### src/agl_pkg.sv
// ----------------------------------------------------------------------------
// agl_pkg
// Shared types and constants of the antialiased gradient line rasterizer.
// ----------------------------------------------------------------------------
package agl_pkg;

    typedef enum logic [3:0] {
        ST_IDLE,
        ST_SLOPE,
        ST_CH_INIT,
        ST_CH_DIV,
        ST_CH_SCALE,
        ST_EMIT0,
        ST_EMIT1
    } t_state;

    localparam logic OP_START = 1'b0;
    localparam logic OP_STEP  = 1'b1;

    // commands from controller to datapath
    typedef struct packed {
        logic load;      // latch a start item
        logic div_start; // begin a division
        logic div_slope; // division is the slope (else a color channel)
        logic ch_scale;  // scale quotient by coverage, store channel
        logic ch_next;   // advance channel/pixel index
        logic advance;   // step to the next column
    } t_cmd;

    typedef struct packed {
        logic div_busy;
        logic ch_done;   // index is at the last of the six channel values
        logic fin;
    } t_status;

endpackage

### src/agl_div.sv
// ----------------------------------------------------------------------------
// agl_div
// Restoring divider for unsigned magnitudes, one quotient bit per cycle.
// ----------------------------------------------------------------------------
module agl_div #(
    parameter int W = 48
) (
    input  logic         i_clk,
    input  logic         i_rst_n,
    input  logic         i_start,
    input  logic [W-1:0] i_num,
    input  logic [W-1:0] i_den,
    output logic         o_busy,
    output logic [W-1:0] o_quot
);
    localparam int CW = $clog2(W + 1);

    logic [W-1:0]  r_q, n_q;
    logic [W:0]    r_rem, n_rem;
    logic [W-1:0]  r_den;
    logic [CW-1:0] r_cnt, n_cnt;
    logic [W:0]    w_trial;

    assign w_trial = {r_rem[W-1:0], r_q[W-1]} - {1'b0, r_den};

    always_comb begin
        n_q   = r_q;
        n_rem = r_rem;
        n_cnt = r_cnt;
        if (i_start) begin
            n_q   = i_num;
            n_rem = '0;
            n_cnt = CW'(W);
        end else if (r_cnt != '0) begin
            if (!w_trial[W]) begin
                n_rem = w_trial;
                n_q   = {r_q[W-2:0], 1'b1};
            end else begin
                n_rem = {r_rem[W-1:0], r_q[W-1]};
                n_q   = {r_q[W-2:0], 1'b0};
            end
            n_cnt = r_cnt - 1'b1;
        end
    end

    always_ff @(posedge i_clk) begin
        if (!i_rst_n) begin
            r_cnt <= '0;
        end else begin
            r_cnt <= n_cnt;
        end
        r_q   <= n_q;
        r_rem <= n_rem;
        if (i_start) begin
            r_den <= i_den;
        end
    end

    assign o_busy = (r_cnt != '0);
    assign o_quot = r_q;
endmodule

### src/agl_datapath.sv
// ----------------------------------------------------------------------------
// agl_datapath
// Line setup, column state, shared divider and pixel shading.
// ----------------------------------------------------------------------------
module agl_datapath #(
    parameter int COORD_BITS = 12,
    parameter int FRAC_BITS  = 16
) (
    input  logic                       i_clk,
    input  logic                       i_rst_n,
    input  agl_pkg::t_cmd              i_cmd,
    output agl_pkg::t_status           o_status,
    input  logic signed [COORD_BITS-1:0] i_xs,
    input  logic signed [COORD_BITS-1:0] i_ys,
    input  logic signed [COORD_BITS-1:0] i_xe,
    input  logic signed [COORD_BITS-1:0] i_ye,
    input  logic [23:0]                i_cs,
    input  logic [23:0]                i_ce,
    input  logic                       i_pix,   // 0 lower pixel, 1 upper
    output logic [COORD_BITS:0]        o_px,
    output logic [COORD_BITS:0]        o_py,
    output logic [23:0]                o_color
);
    import agl_pkg::*;

    localparam int CB = COORD_BITS + 1;          // differences
    localparam int AW = CB + FRAC_BITS + 2;      // accumulator
    localparam int DW = CB + FRAC_BITS + 1;      // divider width
    localparam int MW = CB + 9;                  // color numerator

    logic              r_steep;
    logic signed [CB-1:0] r_col, r_first, r_final;
    logic signed [AW-1:0] r_acc, r_slope;
    logic signed [CB-1:0] r_dy;
    logic [23:0]       r_c0, r_c1;
    logic [7:0]        r_val [6];
    logic [2:0]        r_idx;

    // setup
    logic signed [CB-1:0] w_dxa, w_dya, w_ax, w_ay, w_bx, w_by;
    logic signed [CB-1:0] w_sx, w_sy, w_ex, w_ey;
    logic w_steep, w_rev;
    always_comb begin
        w_dxa = CB'(i_xe) - CB'(i_xs);
        w_dya = CB'(i_ye) - CB'(i_ys);
        if (w_dxa < 0) w_dxa = -w_dxa;
        if (w_dya < 0) w_dya = -w_dya;
        w_steep = w_dya > w_dxa;
        w_ax = w_steep ? CB'(i_ys) : CB'(i_xs);
        w_ay = w_steep ? CB'(i_xs) : CB'(i_ys);
        w_bx = w_steep ? CB'(i_ye) : CB'(i_xe);
        w_by = w_steep ? CB'(i_xe) : CB'(i_ye);
        w_rev = w_ax > w_bx;
        w_sx = w_rev ? w_bx : w_ax;
        w_sy = w_rev ? w_by : w_ay;
        w_ex = w_rev ? w_ax : w_bx;
        w_ey = w_rev ? w_ay : w_by;
    end

    // column values
    logic [CB-1:0] w_num, w_den;
    logic [FRAC_BITS-1:0] w_f;
    logic signed [CB-1:0] w_row;
    logic [1:0] w_ch;
    logic [7:0] w_a, w_b;
    logic signed [MW-1:0] w_cnum;
    assign w_num = r_col - r_first;
    assign w_den = r_final - r_first;
    assign w_f   = r_acc[FRAC_BITS-1:0];
    assign w_row = CB'(r_acc >>> FRAC_BITS);
    assign w_ch  = (r_idx >= 3'd3) ? 2'(r_idx - 3'd3) : r_idx[1:0];
    always_comb begin
        case (w_ch)
            2'd0:    begin w_a = r_c0[23:16]; w_b = r_c1[23:16]; end
            2'd1:    begin w_a = r_c0[15:8];  w_b = r_c1[15:8];  end
            default: begin w_a = r_c0[7:0];   w_b = r_c1[7:0];   end
        endcase
        w_cnum = $signed({1'b0, w_a}) * $signed({1'b0, w_den})
               + ($signed({1'b0, w_b}) - $signed({1'b0, w_a})) * $signed({1'b0, w_num});
    end

    // divider: slope |dy|<<F / dx, or color numerator / den (numerator >= 0)
    logic [DW-1:0] w_dnum, w_dden, w_quot;
    logic          w_busy;
    logic [CB-1:0] w_dyabs;
    assign w_dyabs = (r_dy < 0) ? CB'(-r_dy) : CB'(r_dy);
    always_comb begin
        if (i_cmd.div_slope) begin
            w_dnum = DW'({w_dyabs, {FRAC_BITS{1'b0}}});
            w_dden = DW'(w_den);
        end else begin
            w_dnum = DW'(unsigned'(w_cnum));
            w_dden = DW'(w_den);
        end
    end
    agl_div #(.W(DW)) u_div (
        .i_clk  (i_clk),
        .i_rst_n(i_rst_n),
        .i_start(i_cmd.div_start),
        .i_num  (w_dnum),
        .i_den  (w_dden),
        .o_busy (w_busy),
        .o_quot (w_quot)
    );

    // coverage scaling
    logic [7:0]           w_v;
    logic [FRAC_BITS:0]   w_cov;
    logic [FRAC_BITS+8:0] w_prod;
    assign w_v    = (w_den == '0) ? w_a : w_quot[7:0];
    assign w_cov  = (r_idx >= 3'd3) ? {1'b0, w_f}
                                    : ((FRAC_BITS+1)'(1) << FRAC_BITS) - {1'b0, w_f};
    assign w_prod = w_v * w_cov;

    always_ff @(posedge i_clk) begin
        if (!i_rst_n) begin
            r_idx <= '0;
        end else if (i_cmd.load || i_cmd.advance) begin
            r_idx <= '0;
        end else if (i_cmd.ch_next) begin
            r_idx <= r_idx + 1'b1;
        end
        if (i_cmd.load) begin
            r_steep <= w_steep;
            r_first <= w_sx;
            r_final <= w_ex;
            r_col   <= w_sx;
            r_dy    <= w_ey - w_sy;
            r_acc   <= AW'(w_sy) <<< FRAC_BITS;
            r_c0    <= w_rev ? i_ce : i_cs;
            r_c1    <= w_rev ? i_cs : i_ce;
        end
        if (i_cmd.div_slope && !i_cmd.div_start && !w_busy) begin
            if (w_den == '0)
                r_slope <= AW'(1) <<< FRAC_BITS;
            else if (r_dy < 0)
                r_slope <= -AW'(w_quot);
            else
                r_slope <= AW'(w_quot);
        end
        if (i_cmd.ch_scale) begin
            r_val[r_idx] <= w_prod[FRAC_BITS+7:FRAC_BITS];
        end
        if (i_cmd.advance) begin
            r_col <= r_col + 1'b1;
            r_acc <= r_acc + r_slope;
        end
    end

    logic signed [CB-1:0] w_prow;
    assign w_prow  = i_pix ? w_row + 1'b1 : w_row;
    assign o_px    = r_steep ? w_prow : r_col;
    assign o_py    = r_steep ? r_col : w_prow;
    assign o_color = i_pix ? {r_val[3], r_val[4], r_val[5]}
                           : {r_val[0], r_val[1], r_val[2]};

    assign o_status.div_busy = w_busy;
    assign o_status.ch_done  = (r_idx == 3'd5);
    assign o_status.fin      = (r_col >= r_final);
endmodule

### src/agl_ctrl.sv
// ----------------------------------------------------------------------------
// agl_ctrl
// Sequencer: setup, per channel division and scaling, two pixel outputs.
// ----------------------------------------------------------------------------
module agl_ctrl (
    input  logic              i_clk,
    input  logic              i_rst_n,
    input  logic              i_in_valid,
    input  logic              i_in_op,
    output logic              o_in_ready,
    output logic              o_out_valid,
    input  logic              i_out_ready,
    output logic              o_pix,
    output logic              o_last,
    output agl_pkg::t_cmd     o_cmd,
    input  agl_pkg::t_status  i_status
);
    import agl_pkg::*;

    t_state r_state, n_state;
    logic   r_active, n_active;
    logic   w_acc_in, w_acc_out;

    assign w_acc_in  = i_in_valid && o_in_ready;
    assign w_acc_out = o_out_valid && i_out_ready;

    always_comb begin
        n_state  = r_state;
        n_active = r_active;
        case (r_state)
            ST_IDLE: begin
                if (w_acc_in) begin
                    if (i_in_op == OP_START) begin
                        n_state  = ST_SLOPE;
                        n_active = 1'b1;
                    end else if (r_active) begin
                        n_state = ST_CH_INIT;
                    end
                end
            end
            ST_SLOPE:    if (!i_status.div_busy && !o_cmd.div_start) n_state = ST_IDLE;
            ST_CH_INIT:  n_state = ST_CH_DIV;
            ST_CH_DIV:   if (!i_status.div_busy) n_state = ST_CH_SCALE;
            ST_CH_SCALE: n_state = i_status.ch_done ? ST_EMIT0 : ST_CH_INIT;
            ST_EMIT0:    if (w_acc_out) n_state = ST_EMIT1;
            ST_EMIT1: begin
                if (w_acc_out) begin
                    n_state = ST_IDLE;
                    if (i_status.fin) n_active = 1'b0;
                end
            end
            default:     n_state = ST_IDLE;
        endcase
    end

    logic r_slope_go;
    always_comb begin
        o_cmd       = '0;
        o_in_ready  = 1'b0;
        o_out_valid = 1'b0;
        o_pix       = 1'b0;
        o_last      = 1'b0;
        case (r_state)
            ST_IDLE: begin
                o_in_ready = 1'b1;
                o_cmd.load = i_in_valid && (i_in_op == OP_START);
            end
            ST_SLOPE: begin
                o_cmd.div_slope = 1'b1;
                o_cmd.div_start = r_slope_go;
            end
            ST_CH_INIT:  o_cmd.div_start = 1'b1;
            ST_CH_SCALE: begin
                o_cmd.ch_scale = 1'b1;
                o_cmd.ch_next  = !i_status.ch_done;
            end
            ST_EMIT0:    o_out_valid = 1'b1;
            ST_EMIT1: begin
                o_out_valid   = 1'b1;
                o_pix         = 1'b1;
                o_last        = i_status.fin;
                o_cmd.advance = w_acc_out && !i_status.fin;
            end
            default: ;
        endcase
    end

    always_ff @(posedge i_clk) begin
        if (!i_rst_n) begin
            r_state    <= ST_IDLE;
            r_active   <= 1'b0;
            r_slope_go <= 1'b0;
        end else begin
            r_state    <= n_state;
            r_active   <= n_active;
            r_slope_go <= (r_state == ST_IDLE) && (n_state == ST_SLOPE);
        end
    end
endmodule

### src/antialiased_gradient_line.sv
// ----------------------------------------------------------------------------
// antialiased_gradient_line
// Wu antialiased line rasterizer with a per channel RGB color gradient.
// ----------------------------------------------------------------------------
//  channel | dir | contents
//  s_axis  | in  | tuser = opcode; tdata = endpoints and colors
//  m_axis  | out | tdata = pixel x, y, color; tlast = last pixel of the line
//
// For a start item the slope comes from the shared restoring divider (DW =
// COORD_BITS+FRAC_BITS+2 quotient bits); the block is busy for the division.
// A step item, only while a line is active, runs six color divisions in the
// same divider, then two output transactions.
// Reset is synchronous, active low; it drops any line in progress.
// A stalled m_axis holds the pixel and no new input is taken meanwhile.
module antialiased_gradient_line #(
    parameter int COORD_BITS = 12,
    parameter int FRAC_BITS  = 16
) (
    input  logic                    i_clk,
    input  logic                    i_rst_n,
    input  logic                    s_axis_tvalid,
    output logic                    s_axis_tready,
    // tdata: x_start, y_start, x_end, y_end, color_start[23:0], color_end[23:0]
    input  logic [((4*COORD_BITS+48+7)/8)*8-1:0] s_axis_tdata,
    // tuser: opcode
    input  logic                    s_axis_tuser,
    output logic                    m_axis_tvalid,
    input  logic                    m_axis_tready,
    // tdata: pixel_x, pixel_y, pixel_color[23:0]
    output logic [((2*COORD_BITS+26+7)/8)*8-1:0] m_axis_tdata,
    output logic                    m_axis_tlast
);
    import agl_pkg::*;

    localparam int C = COORD_BITS;
    localparam int OW = ((2*COORD_BITS+26+7)/8)*8;

    t_cmd    w_cmd;
    t_status w_status;
    logic    w_pix;
    logic [C:0] w_px, w_py;
    logic [23:0] w_color;

    agl_ctrl u_ctrl (
        .i_clk      (i_clk),
        .i_rst_n    (i_rst_n),
        .i_in_valid (s_axis_tvalid),
        .i_in_op    (s_axis_tuser),
        .o_in_ready (s_axis_tready),
        .o_out_valid(m_axis_tvalid),
        .i_out_ready(m_axis_tready),
        .o_pix      (w_pix),
        .o_last     (m_axis_tlast),
        .o_cmd      (w_cmd),
        .i_status   (w_status)
    );

    agl_datapath #(.COORD_BITS(COORD_BITS), .FRAC_BITS(FRAC_BITS)) u_dp (
        .i_clk   (i_clk),
        .i_rst_n (i_rst_n),
        .i_cmd   (w_cmd),
        .o_status(w_status),
        .i_xs    (s_axis_tdata[C-1:0]),
        .i_ys    (s_axis_tdata[2*C-1:C]),
        .i_xe    (s_axis_tdata[3*C-1:2*C]),
        .i_ye    (s_axis_tdata[4*C-1:3*C]),
        .i_cs    (s_axis_tdata[4*C+23:4*C]),
        .i_ce    (s_axis_tdata[4*C+47:4*C+24]),
        .i_pix   (w_pix),
        .o_px    (w_px),
        .o_py    (w_py),
        .o_color (w_color)
    );

    assign m_axis_tdata = OW'({w_color, w_py, w_px});
endmodule

### config.mk
export PLATFORM = sky130hd
export DESIGN_NAME = antialiased_gradient_line
export DESIGN_NICKNAME = d
export VERILOG_FILES = /design/src/agl_pkg.sv /design/src/agl_div.sv /design/src/agl_datapath.sv /design/src/agl_ctrl.sv /design/src/antialiased_gradient_line.sv
export SDC_FILE = /design/constraint.sdc
export NUM_CORES = 2
export LEC_CHECK = 0
export BUFFER_PORTS_ARGS = -buffer_cell sky130_fd_sc_hd__clkbuf_2
export CORE_MARGIN = 5
export CORE_UTILIZATION = 60
export CTS_CLUSTER_SIZE = 25
export DETAILED_ROUTE_END_ITERATION = 8
export PLACE_DENSITY = 0.9
export SKIP_LAST_GASP = 1
export SLEW_MARGIN = 5
export SYNTH_ARGS = -nofsm -noshare
export SYNTH_HDL_FRONTEND = slang
export SYNTH_HIERARCHICAL = 1
export SYNTH_SLANG_ARGS = --single-unit
### constraint.sdc
create_clock -name i_clk -period 37.1 [get_ports i_clk]
set_clock_uncertainty 0.1 [all_clocks]
set_input_delay 5.565 -clock i_clk [delete_from_list [all_inputs] [get_ports i_clk]]
set_output_delay 5.565 -clock i_clk [all_outputs]
set_load 0.005 [all_outputs]
# == Word level (Yosys, flattened, before mapping) ==
# Memory sizes are Yosys's and may differ from the RTL's.
# Cells that the tools add are included.
# op_classes
n_addsub,19
multipliers,3
n_lt_le_gt_ge,7
n_eq_ne,13
mux,59
bitwise,3
n_reduce_logical,25
# op_table
cell,count
13-bit 2-to-1 mux,16
30-bit 2-to-1 mux,4
24-bit 2-to-1 mux,3
31-bit 2-to-1 mux,2
13-bit by 1-bit less-than comparator with 1-bit output (second input constant),3
13-bit negator,3
13-bit subtractor,3
8-bit one-hot mux with 2 select lines,2
31-bit adder,1
30-bit negator with 31-bit output,1
31-bit by 13-bit subtractor with 31-bit output,1
29-bit 2-to-1 mux,1
4-bit 2-to-1 mux,7
4-bit one-hot mux with 7 select lines,1
13-bit by 1-bit adder with 13-bit output (second input constant),2
13-bit > comparator,2
12-bit by 12-bit subtractor with 13-bit output,2
8-bit by 17-bit multiplier with 24-bit output,1
22-bit adder,1
22-bit by 14-bit multiplier with 22-bit output,1
8-bit by 13-bit multiplier with 21-bit output,1
17-bit 2-to-1 mux,1
17-bit by 16-bit subtractor with 17-bit output (first input constant),1
1-bit 2-to-1 mux,14
29 further kinds,55
# totals
register_bits,250
ram_bits,48
input_bits,101
output_inout_bits,59
wordCells,149
mem_count,1
# mem_list
memory,depth,word_bits,read_ports,rd_ports_with_merged_regs,write_ports,line,rtl
u_dp.r_val,6,8,6,0,1,agl_datapath.sv:36,logic [7:0] r_val [6];

# == Logic depth before layout (Yosys ltp) ==
# logic_depth
word_depth,9
mapped_depth,58

# == Cells and area by module ==
# The synthesis kept the hierarchy.
# modules_own_cells
mod,n_inst,cells_per_inst,area_per_inst_um2,seq_area_each_um2
agl_datapath,1,2991,27983.1,6216.0
agl_div,1,547,5599.1,2502.4
agl_ctrl,1,53,451.7,120.1
antialiased_gradient_line,1,7,48.8,0.0

# == Worst setup path after synthesis ==
# OpenSTA, ideal clock, no wires.
# synth_timing
path_type,input to register
startpoint,input port s_axis_tdata[24]
endpoint,"register u_dp.r_dy[11], data pin"
arrival_time_ns,15.346
setup_slack_ns,21.389
stages,56
path_cell_list,inv_1 ha_1 inv_1 fa_1 a21o_1 a21oi_1 o21bai_1 a21oi_1 o21bai_1 a21oi_1 nor2b_1 o21a_1 o21ai_0 a21oi_1 clkbuf_1 nor2_1 xor2_1 ha_1 [... 20 more ...] or2_2 a41oi_1 clkbuf_1 buf_1 mux2i_1 a21oi_1 ha_1 a21o_1 a21o_1 and2_1 o21ai_0 nand2b_1 a21o_1 a21o_1 a21o_1 a21oi_1 o21ai_0 xor2_1
# synth_via
elab_chain_cells,8
# synth_rtl
item,line,rtl
from (decl),antialiased_gradient_line.sv:24,"input logic [((4*COORD_BITS+48+7)/8)*8-1:0] s_axis_tdata,"
12-bit by 12-bit subtractor with 13-bit output,agl_datapath.sv:44,w_dxa = CB'(i_xe) - CB'(i_xs);
13-bit negator or 13-bit by 1-bit less-than comparator with 1-bit output (tied branches),agl_datapath.sv:46,if (w_dxa < 0) w_dxa = -w_dxa;
13-bit 2-to-1 mux,agl_datapath.sv:46,
13-bit > comparator,agl_datapath.sv:48,w_steep = w_dya > w_dxa;
"13-bit 2-to-1 mux, on equally long branches","agl_datapath.sv:49, agl_datapath.sv:51",
13-bit > comparator,agl_datapath.sv:53,w_rev = w_ax > w_bx;
"13-bit 2-to-1 mux, on equally long branches","agl_datapath.sv:57, agl_datapath.sv:55",
13-bit subtractor (*),agl_datapath.sv:128,r_dy <= w_ey - w_sy;
to (signal assigned),agl_datapath.sv:128,
to (decl),agl_datapath.sv:34,logic signed [CB-1:0] r_dy;
# Mark *: on every way between the ends. The rest lies on a longest branch, timed or not.
# A chain may end at the register's enable or synchronous reset.

# == Worst setup path after layout ==
# layout_timing
startpoint,input port s_axis_tdata[24]
endpoint,"register u_dp.r_dy[12], data pin"
# The elaborated chain is that of the path after synthesis.

==> summary.md <==
| Metric | Value |
|---|---|
| Row count | `87` |
| Wire per inst | `18.4 um` |
| Root Driver | `clkbuf_16` |
| Async SR Flop Fraction | `0` |
| Worst Max-Slew Pin Slew | `1290 ps` |
| Unrepaired setup endpoints after global routing | `no` |
| Mux cell area share after synthesis | `0.0845` |
| Yosys reg bits | `309` |
| GRT Total Usage | `0.268` |
| Gate count after technology mapping | `3598` |
| Max FO, Critical Path | `88` |
| Unique masters post-synth | `96` |
| Gpl congestion | `0.983` |
| First-pass GRT wire length | `135 mm` |
| Tightest Hold Check Type | `reg -> reg` |
| Worst-skew pair later-pin latency | `550 ps` |
| Post_cts resized | `0` |
| Arr. time, crit path | `17180 ps` |
| Fin. Hold Viols | `0` |
| # Max-Cap Violations | `0` |
| Gr ovfl total | `0` |
| Post-DP HPWL | `65.1 mm` |
| Most frequent cells in the layout | `inv_1 (482), nor2_1 (344), ha_1 (318), edfxtp_1 (265), fa_1 (258)` |
| Primary FF master, synth | `edfxtp_1` |
| Flop-to-flop setup slack | `26420 ps` |
| CTS sink cnt | `309` |
| Commonest non-fill, non-tap cell in the layout | `inv_1` |
| Postcts setup bufs | `0` |
| Port bufs | `153` |
| Compound-Gate Fraction of Synth Area | `0.108` |
| Setup TNS | `0 ps` |
| WP buf/inv | `7` |
| Initial Util | `0.606` |
| Violation count after the first detailed-route iteration | `1930` |
| Final Max Slew Viols | `0` |
| Vias | `26600` |
| Netlist Area Pre-Place | `0.0341 mm2` |
| Crit. End Element | `register` |
| Clock buffer depth | `3` |
| Worst EP required | `37420 ps` |
| I/O pins | `160` |
| # hold bufs at CTS | `0` |
| Number of flops mapped to enable cells by yosys | `265` |
| Nets | `4406` |
| Max_slew headroom | `0.132` |
| Register area share after synthesis | `0.259` |
| DRC violations left | `0` |
| DRT Pass-1 Iters | `5` |
| Period utilization | `0.454` |
| Fmax | `59.3 MHz` |
| Reg clk slew, reported paths | `60 ps` |
| Synth warn | `6` |
| Largest net degree at the start of global routing | `89` |
| Layout cells sized above 1 | `0.119` |
| CTS buffer count | `38` |
| Most common cell on crit path | `a21oi_1` |
| Core ar. | `0.0563 mm2` |
| Simple logic cell fraction of the synthesized area | `0.144` |
| Die area | `0.0617 mm2` |
| Initial antenna violation count | `0` |
| Vias/cell | `5.90` |
| Fin crit period | `16860 ps` |
| # setup viols final | `0` |
| DIE WIDTH | `248 um` |
| Area growth from synthesis to layout | `8.05%` |
| Synth Area in XOR/XNOR | `0.0673` |
| Syn avg cell area | `9.47 um2` |
| Largest family of logic cells by synthesized area | `adder cells` |
| Status | `finished clean` |
| Post-synthesis adder-cell area fraction | `0.268` |
| CP delay by family, top | `compound AO/OA/AOI/OAI gates` |
| CTS tree | `yes` |
| Vias in the first global route | `27300` |
| DRT antenna net count | `0` |
| CP max stage cell | `buf_4` |
| Htree depth | `2` |
| Final wirelength | `83.2 mm` |
| Critical Path Start Type | `primary input` |
| Crit Path Class | `in -> reg` |
| Max incr delay on CP | `820 ps` |
| Die height | `248 um` |
[worst paths after layout]
check	endpoint	cells past startpoint	from
max	u_dp/r_dy[12]	57	s_axis_tdata[24]
min	u_dp/u_div/r_rem[13]	2	u_dp/u_div/r_rem[12]
max reg2reg	u_dp/u_div/o_quot[16]	37	u_dp/r_idx[0]
min reg2reg	u_dp/u_div/r_rem[13]	2	u_dp/u_div/r_rem[12]
[registers in the layout (all words and copies together) (netlist names), 24 cells and up]
signal,cells
u_dp/u_div/o_quot,30
u_dp/u_div/r_den,30
u_dp/r_acc,29
u_dp/r_c1,24
u_dp/r_c0,24
u_dp/u_div/r_rem,30
u_dp/r_slope,29
u_dp/r_val,48
[cell families after synthesis]
family,Yosys count
multiplexers,270
AND/OR/NAND/NOR,1013
XOR/XNOR,255
AO/OA/AOI/OAI,569
buffers and inverters,603
flip-flops,309
adder cells (fa/ha/maj),576
other,3
[stage by stage]
step / cells / setup slack (ps) / area, um2 / hold WS, ps / utilization
detailed placement: 4445 / 20110 / 35700 / 391 / 0.634
global placement: 4445 / 20490 / 35700 / 395 / 0.634
global route: 4512 / 19600 / 36800 / 441 / 0.654
CTS: 4512 / 20500 / 36800 / 409 / 0.654
floorplan: 3620 / 21390 / 34200 / 367 / -
finish: 4514 / 20240 / 36800 / 414 / 0.654
[synth_stat cells, drive strengths merged (11+ instances only)]
cell | count | area (um2)
xnor2 | 143 | 1280
a21o | 73 | 548
inv | 484 | 1820
nand4 | 31 | 200
edfxtp | 265 | 7960
o31ai | 16 | 120
buf | 37 | 205
o21a | 25 | 188
o21bai | 24 | 180
a31oi | 25 | 171
mux2i | 129 | 1290
or3 | 24 | 150
fa | 258 | 5160
nand2b | 77 | 482
a211oi | 40 | 300
nand3 | 36 | 185
xor2 | 112 | 1010
nor2b | 68 | 433
clkbuf | 80 | 302
mux2 | 141 | 1590
and2 | 43 | 269
o41ai | 11 | 104
or2 | 26 | 163
o21ai | 105 | 567
nor2 | 344 | 1290
ha | 318 | 3980
nand2 | 248 | 931
and3 | 20 | 125
a21oi | 189 | 953
or4 | 11 | 86.3
dfxtp | 44 | 881
nor3 | 38 | 195
[tightest hold or removal path, cell delays in order (launching register included)]
cell and delay, ps:
dfxtp_1 330, nand4_1 70, nand3_1 70
[metal layers]
metal  wire [um]  track usage  share of wire  up-vias
met3        6280       0.0421          0.076      268
met2       39700        0.459           0.48     1154
met1       33000        0.339           0.40    12800
met5           0            0              0        -
li1            -            -              -    12400
met4        4170        0.118          0.050        0
[final cells by class]
class                      count  area [um2]
fill                        4267       19400
inverter                     486        1820
clock buffer                  48        1020
multi-input combinational   2708       23100
tap                          756         946
clock inverter                19         109
timing repair buffer         186        1010
sequential                   309        8840
antenna                        2        5.00
Power is not shown: default switching activity piles up to over one toggle a cycle in this logic, so the estimate is an artifact.
